==> config.mk <==
export PLATFORM = sky130hd
export DESIGN_NAME = sensor_power_mode_controller
export DESIGN_NICKNAME = d
export VERILOG_FILES = /design/src/sv/spmc_pkg.sv /design/src/sv/spmc_cfg.sv /design/src/sv/spmc_step.sv /design/src/sv/sensor_power_mode_controller.sv
export SDC_FILE = /design/constraint.sdc
export NUM_CORES = 1
export LEC_CHECK = 0
export BUFFER_PORTS_ARGS = -buffer_cell sky130_fd_sc_hd__buf_2
export CORE_MARGIN = 2
export CORE_UTILIZATION = 64
export DETAILED_ROUTE_END_ITERATION = 10
export PLACE_DENSITY_LB_ADDON = 0.08
export SLEW_MARGIN = 20
export SYNTH_ARGS = -nofsm -noshare
export SYNTH_HDL_FRONTEND = slang
export SYNTH_SLANG_ARGS = --single-unit
==> constraint.sdc <==
create_clock -name clk -period 13.5 [get_ports clk]
set_input_delay 0.675 -clock clk [delete_from_list [all_inputs] [get_ports clk]]
set_output_delay 0.675 -clock clk [all_outputs]
set_load 0.02 [all_outputs]
==> src/sv/spmc_pkg.sv <==
// Shared types, codes and constants of the sensor power-mode controller.
`timescale 1ns / 1ps
package spmc_pkg;

  // Input action codes.
  localparam logic [2:0] ACT_TICK     = 3'd0;
  localparam logic [2:0] ACT_MOTION   = 3'd1;
  localparam logic [2:0] ACT_COMPLETE = 3'd2;
  localparam logic [2:0] ACT_STREAM   = 3'd3;
  localparam logic [2:0] ACT_QUERY    = 3'd4;

  // Mode codes as they appear on the result channel.
  localparam logic [1:0] MODE_IDLE   = 2'd0;
  localparam logic [1:0] MODE_BURST  = 2'd1;
  localparam logic [1:0] MODE_ACTIVE = 2'd2;

  // Sensor command codes.
  localparam logic [1:0] CMD_NONE     = 2'd0;
  localparam logic [1:0] CMD_LOWPOWER = 2'd1;
  localparam logic [1:0] CMD_ACTIVE   = 2'd2;

  // Configuration register indexes.
  localparam logic [1:0] CFG_BURST_TIMEOUT = 2'd0;
  localparam logic [1:0] CFG_HB_PERIOD     = 2'd1;
  localparam logic [1:0] CFG_MOTION_WAKE   = 2'd2;

  localparam logic [15:0] TIMEOUT_RESET   = 16'd4500;
  localparam logic [31:0] HEARTBEAT_RESET = 32'd60000;
  localparam logic [9:0]  MS_PER_S_LAST   = 10'd999;
  localparam logic [7:0]  MOVEMENT_MAX    = 8'd254;

  // The 32-bit millisecond uptime wraps after 4294967 s and 295 ms.
  localparam logic [22:0] UPTIME_SEC_WRAP = 23'd4294967;
  localparam logic [9:0]  UPTIME_SUB_WRAP = 10'd295;

  typedef enum logic [2:0] {
    ST_IDLE   = 3'b001,
    ST_BURST  = 3'b010,
    ST_ACTIVE = 3'b100
  } mode_state_t;

  typedef struct packed {
    logic [2:0] action;
    logic       streaming_on;
  } in_item_t;

  typedef struct packed {
    logic [1:0]  mode;
    logic [1:0]  sensor_cmd;
    logic        clear_latch;
    logic        discard_samples;
    logic        reset_stream;
    logic [22:0] uptime_sec;
    logic [31:0] idle_total;
    logic [31:0] burst_total;
    logic [31:0] active_total;
    logic [15:0] burst_count;
    logic [15:0] motion_count;
    logic [7:0]  movement_byte;
  } out_item_t;

  typedef struct packed {
    logic [15:0] burst_timeout_ticks;
    logic [31:0] heartbeat_period_ticks;
    logic        motion_wake_enable;
  } cfg_regs_t;

  // Uptime is kept as whole seconds plus milliseconds within the second.
  typedef struct packed {
    mode_state_t mode;
    logic        streaming;
    logic        timeout_armed;
    logic [15:0] timeout_left;
    logic [31:0] heartbeat_left;
    logic [9:0]  ms_sub;
    logic [22:0] uptime_sec;
    logic [31:0] idle_ticks;
    logic [31:0] burst_ticks;
    logic [31:0] active_ticks;
    logic [15:0] bursts_seen;
    logic [15:0] motions_seen;
  } ctl_state_t;

  function automatic logic [1:0] mode_code(mode_state_t m);
    logic [1:0] code;
    unique case (m)
      ST_IDLE:   code = MODE_IDLE;
      ST_BURST:  code = MODE_BURST;
      ST_ACTIVE: code = MODE_ACTIVE;
      default:   code = MODE_IDLE;
    endcase
    return code;
  endfunction

endpackage

==> src/sv/spmc_cfg.sv <==
// Configuration register file of the sensor power-mode controller.
`timescale 1ns / 1ps
module spmc_cfg
  import spmc_pkg::*;
(
  input  logic        clk,
  input  logic        rst_n,
  input  logic        cfg_valid,
  output logic        cfg_ready,
  input  logic [1:0]  cfg_index,
  input  logic [31:0] cfg_data,
  output cfg_regs_t   cfg_o
);

  cfg_regs_t cfg_r;

  assign cfg_ready = 1'b1;
  assign cfg_o     = cfg_r;

  always_ff @(posedge clk) begin
    if (!rst_n) begin
      cfg_r.burst_timeout_ticks    <= TIMEOUT_RESET;
      cfg_r.heartbeat_period_ticks <= HEARTBEAT_RESET;
      cfg_r.motion_wake_enable     <= 1'b1;
    end else if (cfg_valid && cfg_ready) begin
      unique case (cfg_index)
        CFG_BURST_TIMEOUT: cfg_r.burst_timeout_ticks    <= cfg_data[15:0];
        CFG_HB_PERIOD:     cfg_r.heartbeat_period_ticks <= cfg_data;
        CFG_MOTION_WAKE:   cfg_r.motion_wake_enable     <= cfg_data[0];
        default: begin
          // Writes beyond the register list are dropped.
        end
      endcase
    end
  end

endmodule

==> src/sv/spmc_step.sv <==
// Next-state and result logic for one input item.
`timescale 1ns / 1ps
module spmc_step
  import spmc_pkg::*;
(
  input  ctl_state_t st_i,
  input  cfg_regs_t  cfg_i,
  input  in_item_t   item_i,
  output ctl_state_t st_o,
  output out_item_t  res_o
);

  ctl_state_t ns;
  logic [1:0] cmd;
  logic       latch;
  logic       disc;
  logic       strm;

  always_comb begin
    ns    = st_i;
    cmd   = CMD_NONE;
    latch = 1'b0;
    disc  = 1'b0;
    strm  = 1'b0;

    unique case (item_i.action)
      ACT_TICK: begin
        unique case (st_i.mode)
          ST_IDLE:   ns.idle_ticks   = st_i.idle_ticks + 32'd1;
          ST_BURST:  ns.burst_ticks  = st_i.burst_ticks + 32'd1;
          ST_ACTIVE: ns.active_ticks = st_i.active_ticks + 32'd1;
          default:   ns.idle_ticks   = st_i.idle_ticks;
        endcase

        if (st_i.uptime_sec == UPTIME_SEC_WRAP && st_i.ms_sub == UPTIME_SUB_WRAP) begin
          ns.uptime_sec = '0;
          ns.ms_sub     = '0;
        end else if (st_i.ms_sub == MS_PER_S_LAST) begin
          ns.uptime_sec = st_i.uptime_sec + 23'd1;
          ns.ms_sub     = '0;
        end else begin
          ns.ms_sub     = st_i.ms_sub + 10'd1;
        end

        if (st_i.timeout_armed) begin
          if (st_i.timeout_left <= 16'd1) begin
            ns.timeout_left  = '0;
            ns.timeout_armed = 1'b0;
            if (st_i.mode == ST_BURST && !st_i.streaming) begin
              ns.mode = ST_IDLE;
              cmd     = CMD_LOWPOWER;
              latch   = 1'b1;
            end
          end else begin
            ns.timeout_left = st_i.timeout_left - 16'd1;
          end
        end

        // The heartbeat sees the mode that the timeout may just have entered.
        if (st_i.heartbeat_left <= 32'd1) begin
          ns.heartbeat_left = cfg_i.heartbeat_period_ticks;
          if (ns.mode == ST_IDLE) begin
            ns.mode          = ST_BURST;
            ns.bursts_seen   = st_i.bursts_seen + 16'd1;
            ns.timeout_armed = 1'b1;
            ns.timeout_left  = cfg_i.burst_timeout_ticks;
            disc             = 1'b1;
            cmd              = CMD_ACTIVE;
          end
        end else begin
          ns.heartbeat_left = st_i.heartbeat_left - 32'd1;
        end
      end

      ACT_MOTION: begin
        if (cfg_i.motion_wake_enable) begin
          ns.motions_seen = st_i.motions_seen + 16'd1;
          if (st_i.mode == ST_IDLE) begin
            ns.mode          = ST_BURST;
            ns.bursts_seen   = st_i.bursts_seen + 16'd1;
            ns.timeout_armed = 1'b1;
            ns.timeout_left  = cfg_i.burst_timeout_ticks;
            disc             = 1'b1;
            cmd              = CMD_ACTIVE;
          end
        end
      end

      ACT_COMPLETE: begin
        if (st_i.mode == ST_BURST && !st_i.streaming) begin
          ns.timeout_armed = 1'b0;
          ns.mode          = ST_IDLE;
          cmd              = CMD_LOWPOWER;
          latch            = 1'b1;
        end
      end

      ACT_STREAM: begin
        ns.streaming = item_i.streaming_on;
        if (item_i.streaming_on) begin
          ns.timeout_armed = 1'b0;
          strm             = 1'b1;
          if (st_i.mode != ST_ACTIVE) begin
            ns.mode = ST_ACTIVE;
            disc    = 1'b1;
            cmd     = CMD_ACTIVE;
          end
        end else if (st_i.mode != ST_IDLE) begin
          ns.mode = ST_IDLE;
          cmd     = CMD_LOWPOWER;
          latch   = 1'b1;
        end
      end

      default: begin
        // Query and the unused codes leave the state alone.
      end
    endcase
  end

  assign st_o = ns;

  always_comb begin
    res_o.mode            = mode_code(ns.mode);
    res_o.sensor_cmd      = cmd;
    res_o.clear_latch     = latch;
    res_o.discard_samples = disc;
    res_o.reset_stream    = strm;
    res_o.uptime_sec      = ns.uptime_sec;
    res_o.idle_total      = ns.idle_ticks;
    res_o.burst_total     = ns.burst_ticks;
    res_o.active_total    = ns.active_ticks;
    res_o.burst_count     = ns.bursts_seen;
    res_o.motion_count    = ns.motions_seen;
    res_o.movement_byte   = (ns.motions_seen > {8'd0, MOVEMENT_MAX}) ? MOVEMENT_MAX
                                                                     : ns.motions_seen[7:0];
  end

endmodule

==> src/sv/sensor_power_mode_controller.sv <==
// Top level of the sensor power-mode controller.
`timescale 1ns / 1ps
// The controller takes one item per clock cycle unless in_stall is high and
// hands back one result for each: the item lands in an input register, and
// the mode logic and counters update as the result enters the output register.
// A full output register holds its result while out_stall is high, and the
// input register then holds its item, so up to two items can be in flight and
// an input transfer completes while a result waits if the input register is
// empty. Uptime seconds are counted beside the millisecond phase, so no divider
// is involved. Configuration writes complete in the cycle they are offered.
module sensor_power_mode_controller
  import spmc_pkg::*;
(
  input  logic        clk,
  input  logic        rst_n,
  input  logic        in_valid,
  output logic        in_stall,
  input  in_item_t    in_data,
  output logic        out_valid,
  input  logic        out_stall,
  output out_item_t   out_data,
  input  logic        cfg_valid,
  output logic        cfg_ready,
  input  logic [1:0]  cfg_index,
  input  logic [31:0] cfg_data
);

  cfg_regs_t  cfg;
  ctl_state_t state_r;
  ctl_state_t state_nxt;
  out_item_t  res;
  in_item_t   item_r;
  logic       item_valid_r;
  out_item_t  out_r;
  logic       out_valid_r;
  logic       out_load;
  logic       in_load;

  spmc_cfg u_cfg (
    .clk       (clk),
    .rst_n     (rst_n),
    .cfg_valid (cfg_valid),
    .cfg_ready (cfg_ready),
    .cfg_index (cfg_index),
    .cfg_data  (cfg_data),
    .cfg_o     (cfg)
  );

  spmc_step u_step (
    .st_i   (state_r),
    .cfg_i  (cfg),
    .item_i (item_r),
    .st_o   (state_nxt),
    .res_o  (res)
  );

  // The output register can take a new result when it is empty or being drained.
  assign out_load = !out_valid_r || !out_stall;
  assign in_stall = item_valid_r && !out_load;
  assign in_load  = in_valid && !in_stall;

  always_ff @(posedge clk) begin
    if (!rst_n) begin
      item_valid_r <= 1'b0;
    end else if (in_load) begin
      item_valid_r <= 1'b1;
    end else if (out_load) begin
      item_valid_r <= 1'b0;
    end
  end

  always_ff @(posedge clk) begin
    if (in_load) begin
      item_r <= in_data;
    end
  end

  always_ff @(posedge clk) begin
    if (!rst_n) begin
      state_r.mode           <= ST_BURST;
      state_r.streaming      <= 1'b0;
      state_r.timeout_armed  <= 1'b1;
      state_r.timeout_left   <= TIMEOUT_RESET;
      state_r.heartbeat_left <= HEARTBEAT_RESET;
      state_r.ms_sub         <= '0;
      state_r.uptime_sec     <= '0;
      state_r.idle_ticks     <= '0;
      state_r.burst_ticks    <= '0;
      state_r.active_ticks   <= '0;
      state_r.bursts_seen    <= 16'd1;
      state_r.motions_seen   <= '0;
    end else if (item_valid_r && out_load) begin
      state_r <= state_nxt;
    end
  end

  always_ff @(posedge clk) begin
    if (!rst_n) begin
      out_valid_r <= 1'b0;
    end else if (out_load) begin
      out_valid_r <= item_valid_r;
    end
  end

  always_ff @(posedge clk) begin
    if (item_valid_r && out_load) begin
      out_r <= res;
    end
  end

  assign out_valid = out_valid_r;
  assign out_data  = out_r;

  // Streaming can only be on while the block sits in active mode.
  a_stream_active: assert property (@(posedge clk) disable iff (!rst_n)
    state_r.streaming |-> state_r.mode == ST_ACTIVE)
    else $error("streaming flag set outside active mode");

  // A held item must stay in the input register until it moves on.
  a_item_held: assert property (@(posedge clk) disable iff (!rst_n)
    (item_valid_r && !out_load) |=> item_valid_r && $stable(item_r))
    else $error("held input item lost");

  // The millisecond phase of the uptime stays within one second.
  a_ms_phase: assert property (@(posedge clk) disable iff (!rst_n)
    state_r.ms_sub <= MS_PER_S_LAST)
    else $error("uptime millisecond phase out of range");

endmodule
# [Word-level counts from Yosys, hierarchy flattened]
# Cells that the tools add are included.
[classes] n_addsub=9 mul=0 div_mod_pow=0 n_lt_le_gt_ge=3 eq_ne=20 n_shift=0 muxes=65 bitwise=0 reduce_logical=23
[ops] op="two-way mux 32 bit" count=5
[ops] op="two-way mux 119 bit" count=1
[ops] op="adder 32 x 1 -> 32 bit, second input constant" count=3
[ops] op="two-way mux 17 bit" count=5
[ops] op="two-way mux 16 bit" count=5
[ops] op="one-hot mux 16 bit (2 select lines)" count=2
[ops] op="two-way mux 3 bit" count=11
[ops] op="two-way mux 33 bit" count=1
[ops] op="adder 16 x 1 -> 16 bit, second input constant" count=2
[ops] op="less-or-equal comparator 32 x 1 -> 1 bit, second input constant" count=1
[ops] op="subtractor 32 x 1 -> 32 bit, second input constant" count=1
[ops] op="adder 23 x 1 -> 23 bit, second input constant" count=1
[ops] op="equality test 23 bit, second input constant" count=1
[ops] op="two-way mux 23 bit" count=1
[ops] op="two-way mux 1 bit" count=19
[ops] op="greater-than comparator 16 x 8 -> 1 bit, second input constant" count=1
[ops] op="less-or-equal comparator 16 x 1 -> 1 bit, second input constant" count=1
[ops] op="two-way mux 2 bit" count=8
[ops] op="subtractor 16 x 1 -> 16 bit, second input constant" count=1
[ops] op="equality test 3 x 2 -> 1 bit, second input constant" count=4
[ops] op="one-hot mux 3 bit (4 select lines)" count=1
[ops] op="adder 10 x 1 -> 10 bit, second input constant" count=1
[ops] op="equality test 10 bit, second input constant" count=1
[ops] op="equality test 10 x 9 -> 1 bit, second input constant" count=1
[ops] op="23 further kinds" count=42
[word_totals] regBits=435 latch_bits=0 ram_bits=0 mem_bits_ro=0 memories=0

# [Depth between registers and ports, before layout]
[depth] word_depth=12 depth_mapped=11 depth_no_buf=8

# [By module]
# From an unflattened synthesis, not the netlist that was laid out.
[unflattened] hier_cells=2406 hier_area_um2=22616.7
[by_module_without_submodules] module="sensor_power_mode_controller" instances=1 cells_per_inst=1106 area_each_um2=13785.7 seq_area_each_um2=9429.0
[by_module_without_submodules] module="spmc_step" instances=1 cells_per_inst=1085 area_each_um2=6791.5 seq_area_each_um2=0.0
[by_module_without_submodules] module="spmc_cfg" instances=1 cells_per_inst=215 area_each_um2=2039.5 seq_area_each_um2=980.9

# [Least setup slack after synthesis]
# OpenSTA, ideal clock, no wires.
[synth_timing] path_type="input-to-reg" start="in out_stall" end="reg state_r[210] (netlist name)" arrival_time_ns=6.799 required_time_ns=13.415 path_slack_ns=6.617 path_stages=7 cell_sequence="a21bo_2 -> clkbuf_1 -> inv_2 -> buf_1 -> buf_1 -> nand4_1 -> a21oi_1"
[synth_between] elab_chain_cells=4
[synth_lines] element="from (decl)" line="sensor_power_mode_controller.sv:20" source="input logic out_stall,"
[synth_lines] element="logical NOT 1 bit" line="sensor_power_mode_controller.sv:58" source="assign out_load = !out_valid_r || !out_stall;"
[synth_lines] element="logical OR 1 bit" line="sensor_power_mode_controller.sv:58"
[synth_lines] element="logical AND 1 bit" line="sensor_power_mode_controller.sv:92" source="end else if (item_valid_r && out_load) begin"
[synth_lines] element="AND reduction 2 bit (no source line)"
[synth_lines] element="to (signal assigned)" line="sensor_power_mode_controller.sv:93" source="state_r <= state_nxt;"
[synth_lines] element="to (decl)" line="sensor_power_mode_controller.sv:29" source="ctl_state_t state_r;"
# No other way between the ends.
# A chain may end at the register's enable or synchronous reset.

# [Worst setup path in the final report]
[layout_timing] start="reg item_r[1] (netlist name)" end="reg state_r[149] (netlist name)"
[layout_between] elab_chain_cells=2
[layout_lines] element="from (decl)" line="sensor_power_mode_controller.sv:32" source="in_item_t item_r;"
[layout_lines] element="from (signal assigned)" line="sensor_power_mode_controller.sv:74" source="item_r <= in_data;"
[layout_lines] element="logical NOT 3 bit" line="spmc_step.sv:26" source="unique case (item_i.action)"
[layout_lines] element="two-way mux 119 bit" line="spmc_step.sv:26"
# No other way between the ends.

==> metrics.md <==
| Metric | Value |
|---|---|
| Main combinational cell family by area after synthesis | `simple AND/OR/NAND/NOR gates` |
| Ys Warns | `0` |
| Routed via count | `16914` |
| Synth unique cells | `74` |
| Die Y | `around 180 um` |
| H-Tree Depth | `2` |
| Crit path buffers/inverters | `0` |
| Clock Pin Slew Worst Setup and Hold Paths | `0.06 ns` |
| Pleak | `8.426 nW` |
| Share of flip-flops with an asynchronous set or reset | `0` |
| Final Hold Fails | `0` |
| Rows | `65` |
| Worst-skew pair later-pin latency | `0.55 ns` |
| Compound-Gate Fraction of Synth Area | `0.09643` |
| Highest Clock Rate | `about 260 MHz` |
| DRT Pass-1 Iters | `5` |
| Mux share of post-synthesis cell area | `0.007127` |
| CTS Buf Count | `between 40 and 50` |
| Initial antenna violation count | `0` |
| Core area | `0.03156 mm2` |
| Top delay family on crit path | `simple AND/OR/NAND/NOR gates` |
| CP max FO | `18` |
| Startpoint types | `flop` |
| Area of the die | `0.03354 mm2` |
| Max VDD drop | `0.09763 mV` |
| Design Area, Final | `0.02337 mm2` |
| Crit path kind | `flop to flop` |
| Final setup vio count | `0` |
| Unrepaired setup endpoints after global routing | `false` |
| Critical Path Start | `item_r[1]` |
| Clock root buffer | `clkbuf_16` |
| I/O pin cnt | `212` |
| DR DRC count | `0` |
| Die width | `roughly 180 um` |
| Initial core utilization | `0.6509` |
| Worst hold path type | `primary input to flop` |
| Worst-margin pin slew | `1.007 ns` |
| Synth Area per Inst | `9.244 um2` |
| Cells after Synth | `~2200` |
| Area share of and/or/nand/nor cells after synthesis | `0.2432` |
| Wirelength per Cell | `17.27 um` |
| Final HPWL DP | `32330 um` |
| Slowest CP cell | `or4_1` |
| Outcome | `finished, final reports clean` |
| CP arrival | `around 4.3 ns` |
| CP dominant cell by count | `or4_1` |
| WP data required | `13.96 ns` |
| Port Buffer Count | `210` |
| Total Wirelength | `48310 um` |
| Diodes inserted | `0` |
| # Post-CTS Setup Buffers | `0` |
| Routed vias/inst | `just over 6` |
| Register bit total from synthesis | `~440` |
| Gr usage total | `0.2805` |
| First-pass GRT wire length | `between 70000 and 80000 um` |
| Post-cts sizing count | `0` |
| Critical path cell sequence | `or3_1 > or4_1 > or4b_1 > or2_4 > or4_1 > a21oi_1` |
| Num Clock Sinks | `435` |
| Setup total negative slack | `0 ns` |
| Hold-fix buffer count after cts | `0` |
| Sequential-to-total area share from yosys stat | `0.5068` |
| Post-Synth Adder-Cell Area | `0.006701` |
| Setup crit end kind | `flop` |
| Peak per-stage delay on the critical path | `0.83 ns` |
| Max-cap check violation count | `0` |
| Gr ovfl total | `0` |
| R2R Path Start | `item_r[1]` |
| Vias in the first global route | `15837` |
| Synthesis-to-layout area growth | `13.77%` |
| Total power | `2.898 mW` |
| Fraction of layout cells with a size suffix above 1 | `0.1428` |
| Largest net degree at the start of global routing | `120` |
| ANT nets after route | `0` |
| Placed cell count | `2714` |
| EDFF count, synth | `170` |
| PwrDens | `roughly 120 mW/mm2` |
| Relative slew slack | `0.3288` |
| Nets | `around 2400` |
| Max-slew violations | `0` |
| Final cell count without fillers | `between 2000 and 3000` |
| Hold wc startpoint | `in_data[1]` |
| Clock Skews | `0.01311 ns` |
| Post-Synth XOR/XNOR Area | `0.1070` |
| Routability cong. | `0.9107` |
| Final core occ | `0.7405` |
| Area post-placement | `0.02174 mm2` |
| Clk buf depth | `3` |
| Minimum clock period | `around 3.9 ns` |
| Most used DFF post-synth | `dfxtp_1` |
| Synthesized area | `0.02054 mm2` |
| CTS tree | `built` |
| Final period util | `0.2874` |
| Net count after synthesis | `2276` |
| Starting DRT DRC Count | `1532` |
## layout make-up
type / count / area (um2)
Sequential cell: 435 / 10410
Fill cell: 2326 / 8188
Inverter: 35 / 143.9
Multi-Input combinational cell: 1613 / 9489
Clock buffer: 60 / 1277
Timing Repair Buffer: 229 / 1197
Clock inverter: 23 / 346.6
Tap cell: 402 / 503.0
## per-stage QoR
step	worst slack (ns)	hold WS [ns]
finish	9.620	0.3390
floorplan	6.617	0.4317
CTS	9.662	0.3239
global route	9.501	0.3315
global placement	9.787	0.4416
detailed placement	9.693	0.4435
## report_power, final
part	switching (mW)	total (mW)	internal (mW)
clock	0.509	1.35	0.838
combinational	0.103	0.140	0.0369
sequential	0.0164	1.41	1.40
## routing by layer
layer | GRT usage | wire [um] | part of all wire
met1 | 0.3702 | 20440 | 0.42
met2 | 0.4694 | 23100 | 0.48
met3 | 0.04190 | 3212 | 0.066
met4 | 0.1072 | 1562 | 0.032
met5 | 0 | 0 | 0
## cell families after synthesis
group,count (synthesis)
compound gates,325
xor+xnor,251
fa+ha+maj,11
buf+inv,174
flops,435
mux,14
other cells,1
simple gates,1011
## cells in the mapped netlist, drive strengths merged (5+ instances only)
| master | instances | area [um2] |
|---|---|---|
| edfxtp | 170 | 5105 |
| a31oi | 15 | 93.84 |
| or4 | 21 | 157.7 |
| clkbuf | 125 | 469.2 |
| inv | 35 | 131.4 |
| nor2 | 239 | 897.1 |
| and2 | 19 | 118.9 |
| ha | 11 | 137.6 |
| nand2b | 16 | 100.1 |
| nand4 | 56 | 350.3 |
| and3 | 34 | 212.7 |
| or2 | 15 | 96.34 |
| o221a | 6 | 67.56 |
| a211oi | 8 | 60.06 |
| a21oi | 131 | 655.6 |
| nor4b | 13 | 120.1 |
| nor4 | 41 | 275.3 |
| xnor2 | 124 | 1086 |
| o31ai | 17 | 127.6 |
| nor3b | 6 | 45.04 |
| or3b | 5 | 43.79 |
| dfxtp | 265 | 5305 |
| a221oi | 5 | 43.79 |
| o41ai | 7 | 61.31 |
| o21ai | 77 | 385.4 |
| nor2b | 10 | 62.56 |
| nand2 | 274 | 1028 |
| o211ai | 8 | 60.06 |
| buf | 14 | 66.32 |
| o22ai | 6 | 37.54 |
| xor2 | 127 | 1112 |
| nor3 | 77 | 385.4 |
| nand3 | 115 | 575.6 |
| mux2 | 5 | 56.30 |
| and4 | 24 | 210.2 |
| or3 | 35 | 219.0 |
| mux2i | 9 | 90.09 |
## final timing paths
kind                                      to  slack (ns)  depth (start not counted)
worst max-delay path            state_r[149]        9.62                          6
worst max register to register  state_r[149]        9.62                          6
worst min register to register  state_r[195]        0.45                          2
worst min-delay path               item_r[1]        0.34                          1
## flip-flops by register name, summed over array words and instances (netlist names)
register,cells
state_r,214
out_data,166
item_valid_r,1
out_valid,1
item_r,4
u_cfg.cfg_o,49
## cells in the final DEF (no fill, tap or decap), drive strengths merged, types with 77 or more instances in the layout
master	n
nand3	115
o21ai	77
nor3	77
edfxtp	170
buf	229
a21oi	131
xnor2	124
dfxtp	265
nor2	239
xor2	127
nand2	274
(Power assumes the default switching activity.)
